[config.mk]
export PLATFORM = sky130hd
export DESIGN_NAME = isaac_front
export DESIGN_NICKNAME = d
export VERILOG_FILES = /design/src/rtl/isaac_pkg.sv /design/src/rtl/isaac_front.sv
export SDC_FILE = /design/constraint.sdc
export NUM_CORES = 1
export LEC_CHECK = 0
export BUFFER_PORTS_ARGS = -buffer_cell sky130_fd_sc_hd__buf_2
export CAP_MARGIN = 20
export CORE_MARGIN = 3
export CORE_UTILIZATION = 35
export CTS_CLUSTER_DIAMETER = 40
export CTS_CLUSTER_SIZE = 25
export DETAILED_ROUTE_END_ITERATION = 12
export PLACE_DENSITY_LB_ADDON = 0.2
export SLEW_MARGIN = 25
export SYNTH_ARGS = -nofsm -noshare
export SYNTH_HDL_FRONTEND = slang
export SYNTH_SLANG_ARGS = --single-unit
[constraint.sdc]
create_clock -name clk_i -period 3.1 [get_ports clk_i]
set_input_delay 0.155 -clock clk_i [delete_from_list [all_inputs] [get_ports clk_i]]
set_output_delay 0.155 -clock clk_i [all_outputs]
set_load 0.1 [all_outputs]
[src/rtl/isaac_pkg.sv]
// Shared types and constants for the ISAAC generator.
package isaac_pkg;
  localparam int unsigned TableWords = 256;
  localparam logic [31:0] Golden = 32'h9e3779b9;

  typedef enum logic [1:0] {
    REQ_SEED = 2'd0,
    REQ_INIT = 2'd1,
    REQ_NEXT = 2'd2,
    REQ_NONE = 2'd3
  } req_e;

  typedef struct packed {
    req_e        kind;
    logic [7:0]  index;
    logic [31:0] word;
  } cmd_t;

  typedef enum logic [3:0] {
    ST_IDLE,
    ST_SEED,
    ST_MROUND,
    ST_PLOAD,
    ST_PMIX,
    ST_PSTORE,
    ST_RSTART,
    ST_RA,
    ST_RB,
    ST_RC,
    ST_RD,
    ST_OREAD,
    ST_OSHOW,
    ST_CLEAR
  } state_e;

  // One step of the eight-word mix: step s (0..7) updates v[s], v[s+3], v[s+1].
  function automatic logic [255:0] mix_step(input logic [255:0] vi, input logic [2:0] s);
    logic [31:0] v [8];
    logic [31:0] t;
    logic [2:0] i0, i1, i2, i3;
    for (int k = 0; k < 8; k++) v[k] = vi[k*32 +: 32];
    i0 = s; i1 = s + 3'd1; i2 = s + 3'd2; i3 = s + 3'd3;
    case (s)
      3'd0: t = v[i1] << 11;
      3'd1: t = v[i1] >> 2;
      3'd2: t = v[i1] << 8;
      3'd3: t = v[i1] >> 16;
      3'd4: t = v[i1] << 10;
      3'd5: t = v[i1] >> 4;
      3'd6: t = v[i1] << 8;
      default: t = v[i1] >> 9;
    endcase
    v[i0] = v[i0] ^ t;
    v[i3] = v[i3] + v[i0];
    v[i1] = v[i1] + v[i2];
    mix_step = '0;
    for (int k = 0; k < 8; k++) mix_step[k*32 +: 32] = v[k];
  endfunction
endpackage

[src/rtl/isaac_front.sv]
// Input stage and two-entry command queue.
module isaac_front (
  input  logic                clk_i,
  input  logic                rst_ni,
  input  logic                in_valid,
  output logic                in_stall,
  input  logic [1:0]          req_type_i,
  input  logic [7:0]          seed_index_i,
  input  logic [31:0]         seed_word_i,
  output logic                cmd_valid_o,
  input  logic                cmd_take_i,
  output isaac_pkg::cmd_t     cmd_o
);
  import isaac_pkg::*;
  cmd_t q_q [2];
  logic rd_q, wr_q;
  logic [1:0] cnt_q;
  logic push;
  assign in_stall = (cnt_q == 2'd2);
  assign push = in_valid && !in_stall && (req_type_i != REQ_NONE);
  assign cmd_valid_o = (cnt_q != 2'd0);
  assign cmd_o = q_q[rd_q];
  always_ff @(posedge clk_i or negedge rst_ni) begin
    if (!rst_ni) begin
      rd_q <= 1'b0; wr_q <= 1'b0; cnt_q <= 2'd0;
    end else begin
      if (push) wr_q <= ~wr_q;
      if (cmd_take_i) rd_q <= ~rd_q;
      cnt_q <= cnt_q + {1'b0, push} - {1'b0, cmd_take_i};
    end
  end
  always_ff @(posedge clk_i) begin
    if (push) q_q[wr_q] <= '{kind: req_e'(req_type_i), index: seed_index_i, word: seed_word_i};
  end
endmodule

* Word-level counts from Yosys, hierarchy flattened
Memory sizes are Yosys's and may differ from the RTL's. Cells that the tools add are included.
Word-level totals: memories 1, memory bits (read-only) 0, bits of input ports 46, flip-flop bits (word level) 4, logic and storage cells 16, output and inout bits 44, RAM bits 84, bits in latches 0
Memories:
- q_q | depth 2, width 42, read ports 1, clocked after Yosys merged registers in 0, write ports 1, line isaac_front.sv:15 | cmd_t q_q [2];
Operators by class: add/sub/neg operators 2, bitwise logic cells 2, div/mod/pow operators 0, multiplexer cells 2, multipliers 0, shifts and indexed selects 0, reductions and logical operators 4, $lt $le $gt $ge 0, eq/ne operators 2
Operators by type and width (count):
- $add 2x1->2 | 1
- $eq 2x2->1 const B | 1
- $logic_and 1x1->1 | 2
- $mux 1 | 2
- $ne 2x2->1 const B | 1
- $not 1->1 | 2
- $reduce_bool 2->1 | 1
- $sub 2x1->2 | 1
- $logic_not 1->1 | 1

* Logic depth before layout (Yosys ltp)
depth after elaboration 6, gate-level depth with buffers 7, depth with buffers taken out 7

* Worst setup path after synthesis
OpenSTA, ideal clock, no wires.
path type register to register, from register cnt_q[1], to memory q_q[0][0] (netlist name) (enable), library setup time 441 ps, setup slack -328 ps, clock period less this slack 3428 ps, cell stages (with the launch flop) 4, required time 2659 ps, data arrival time 2987 ps, buffers on the path 0, cells stage by stage dfrtp_1 > and2b_1 > nand3b_4 > nor2_1
On the way: longest elaborated chain between the ends 6
Ends and longest elaborated chain:
- start: declaration | line isaac_front.sv:17 | logic [1:0] cnt_q;
- start signal: assignment | line isaac_front.sv:29 | cnt_q <= cnt_q + {1'b0, push} - {1'b0, cmd_take_i};
- $eq 2x2->1 | line isaac_front.sv:19 | assign in_stall = (cnt_q == 2'd2);
- net in_stall | line isaac_front.sv:6 | output logic in_stall,
- $logic_not 1->1 | line isaac_front.sv:20 | assign push = in_valid && !in_stall && (req_type_i != REQ_NONE);
- $logic_and 1x1->1 (2 in series) | line isaac_front.sv:20
- $mux 1 | line isaac_front.sv:33 | if (push) q_q[wr_q] <= '{kind: req_e'(req_type_i), index: seed_index_i, word: seed_word_i};
- $mux 1 (implied by the code) | line isaac_front.sv:33
- end: declaration | line isaac_front.sv:15
The timed path passes the listed nets, and every way through them passes these cells.

==> reports/results.txt <==
Final setup violation count -> 0
area leader, netlist -> edfxtp_1
worst clock skew -> 3.47 ps
top post-synthesis cells by area -> edfxtp_1, mux2_4, dfrtp_1, buf_12, mux2_2
crit path max fanout -> 25
Cell Rows -> 35
share of cells above drive strength 1 -> 0.515
First-pass DRT Iterations -> 4
input/output buffers -> 89
dpl cells -> 365
Nets -> 339
DIE AREA -> 11100 um2
mapped cell area -> 3450 um2
FMAX -> 451 MHz
most common cell in the synthesized netlist -> edfxtp_1
top cell type's share of synthesized area -> 0.732
number of setup buffers added after CTS -> 0
DR iter-0 viols -> 65
Final Hold Viols -> 0
slowest stage delay, CP -> 770 ps
routability congestion estimate -> 0.667
largest net degree at the start of global routing -> 26
RSZ-0062 raised after global routing -> false
synth unique cells -> 15
clk_lat worst skew -> 340 ps
Arr. time, crit path -> 2060 ps
R2R Path Start -> cnt_q[1]$_DFF_PN0_
Seq/Total Area, Yosys -> 0.761
GRT Total Usage -> 0.112
Final Critical Period -> 2220 ps
CTS tree -> yes
Startpoint Class -> flip-flop
hold_buf cts -> 42
Routed Antenna Nets -> 0
global-route wire length before repair -> 9290 um
vias in the first global route -> 1834
clk sinks -> 88
post-CTS sizing -> 0
Max-slew headroom -> 0.548
Via Count -> 1779
H-tree depth -> 3
Synth Register Bits -> 88
Core Area -> 9420 um2
grt total ovfl -> 0
drt total wl -> 5830 um
HPWL after detailed placement -> 3740 um
Slowest cell on crit path -> dfrtp_2
Commonest cells post-synth -> edfxtp_1, mux2_4, buf_12, dfrtp_1
CP Cell Sequence -> buf_12, mux2_4, buf_2
per-cell routed wire length -> 13.7 um
TritonCTS Buffers -> 9
clock slew at reported path FFs -> 80 ps
footprint of the multi-input gates -> 739 um2
WS Path Type -> reg2out
worst hold path type -> in2async
most common flop cell mapped by yosys -> edfxtp_1
initial antenna violation count -> 0
clock root buffer -> clkbuf_8
Setup crit start -> rd_q$_DFFE_PN0P_
Fillers -> 809
status -> finished, final reports clean
Syn Area/Cell -> 23.1 um2
max-slew violations -> 0
Die Ht -> 105 um
cells after synthesis -> 149
Async S/R FF share, synth -> 0.0455
Top Ports -> 90
DRC viols -> 0
critical path required time -> 2940 ps
EDFF count, synth -> 84
n_diodes -> 0
Yosys warnings -> 0
DIE WIDTH -> 105 um
CP endpoint kind -> output port
Final Non-Filler Cells -> 424
initial core utilization -> 0.366
final critical-path share of the clock period -> 0.715
area grow syn2layout -> 36.0%
register area -> 2620 um2
max-cap viol count -> 0
worst-margin pin slew -> 676 ps
synthesized net count -> 197
Clock Path Buffers -> 2
post-DR vias/cell -> 4.20
-- per-stage QoR --
step	utilization	setup slack [ps]	TNS, ps	cell area [um2]	hold WS [ps]
6_report	0.498	884	0	4690	135
5_1_grt	0.498	780	0	4690	132
4_1_cts	0.496	851	0	4670	7.77
3_5_place_dp	0.429	1180	0	4040	-31.4
3_3_place_gp	0.429	1200	0	4040	-31.8
2_1_floorplan	-	-328	-27580	3450	-141
-- cell type report --
cell class / count / share of cell area
Clock buffer: 10 / 0.0272
Clock inverter: 5 / 0.0174
Inverter: 2 / 0.00160
Multi-Input combinational cell: 54 / 0.158
Sequential cell: 88 / 0.560
Tap cell: 129 / 0.0344
Timing Repair Buffer: 136 / 0.202
-- cells by family after synthesis --
| logic type | share of synthesized area |
|---|---|
| adder cells (fa/ha/maj) | 0.00726 |
| multiplexers | 0.180 |
| flip-flops | 0.761 |
| XOR/XNOR | 0.0102 |
| AND/OR/NAND/NOR | 0.0131 |
| buffers and inverters | 0.0287 |
-- worst paths after layout --
check,to,cells past startpoint,slack (ps)
hold reg to reg,cnt_q[0]$_DFF_PN0_,1,530
setup / recovery,cmd_o[6],3,880
max in group asynchronous,rd_q$_DFFE_PN0P_,2,2830
hold / removal,cnt_q[0]$_DFF_PN0_,2,140
min in group clk_i,wr_q$_DFFE_PN0P_,3,160
setup reg to reg,q_q[0][24]$_DFFE_PP_,4,1190
-- per-layer routing --
| metal | vias to the layer above | global-route usage | part of all wire |
|---|---|---|---|
| met4 | 0 | 0.0337 | 0.0096 |
| met2 | 60 | 0.173 | 0.50 |
| met3 | 5 | 0.0521 | 0.060 |
| li1 | 861 | - | - |
| met5 | - | 0 | 0 |
| met1 | 853 | 0.140 | 0.43 |
-- cells in the final DEF (no fill, tap or decap), types with 2 or more instances in the layout --
| master | Yosys | layout |
|---|---|---|
| dfrtp_1 | 4 | 3 |
| clkbuf_8 | 0 | 9 |
| dlygate4sd3_1 | 0 | 44 |
| edfxtp_1 | 84 | 84 |
| bufinv_16 | 0 | 2 |
| nor2_4 | 0 | 2 |
| xnor2_1 | 3 | 3 |
| inv_1 | 2 | 2 |
| mux2_2 | 3 | 3 |
| ha_1 | 2 | 2 |
| buf_2 | 0 | 89 |
| mux2_4 | 39 | 39 |
| buf_12 | 4 | 3 |
-- state kept, by name (all words and copies together), names as in the netlist --
name   count
cnt_q      2
q_q       84
rd_q       1
wr_q       1
-- critical path, delay by kind of cell (launching register included) --
family | cells | cell delay [ps]
mux | 1 | 330
buf+inv | 2 | 580
flops | 1 | 770
Power is left out: the tool's default activity adds up to more than one toggle a clock period on the data nets, which glitch-free logic cannot reach.
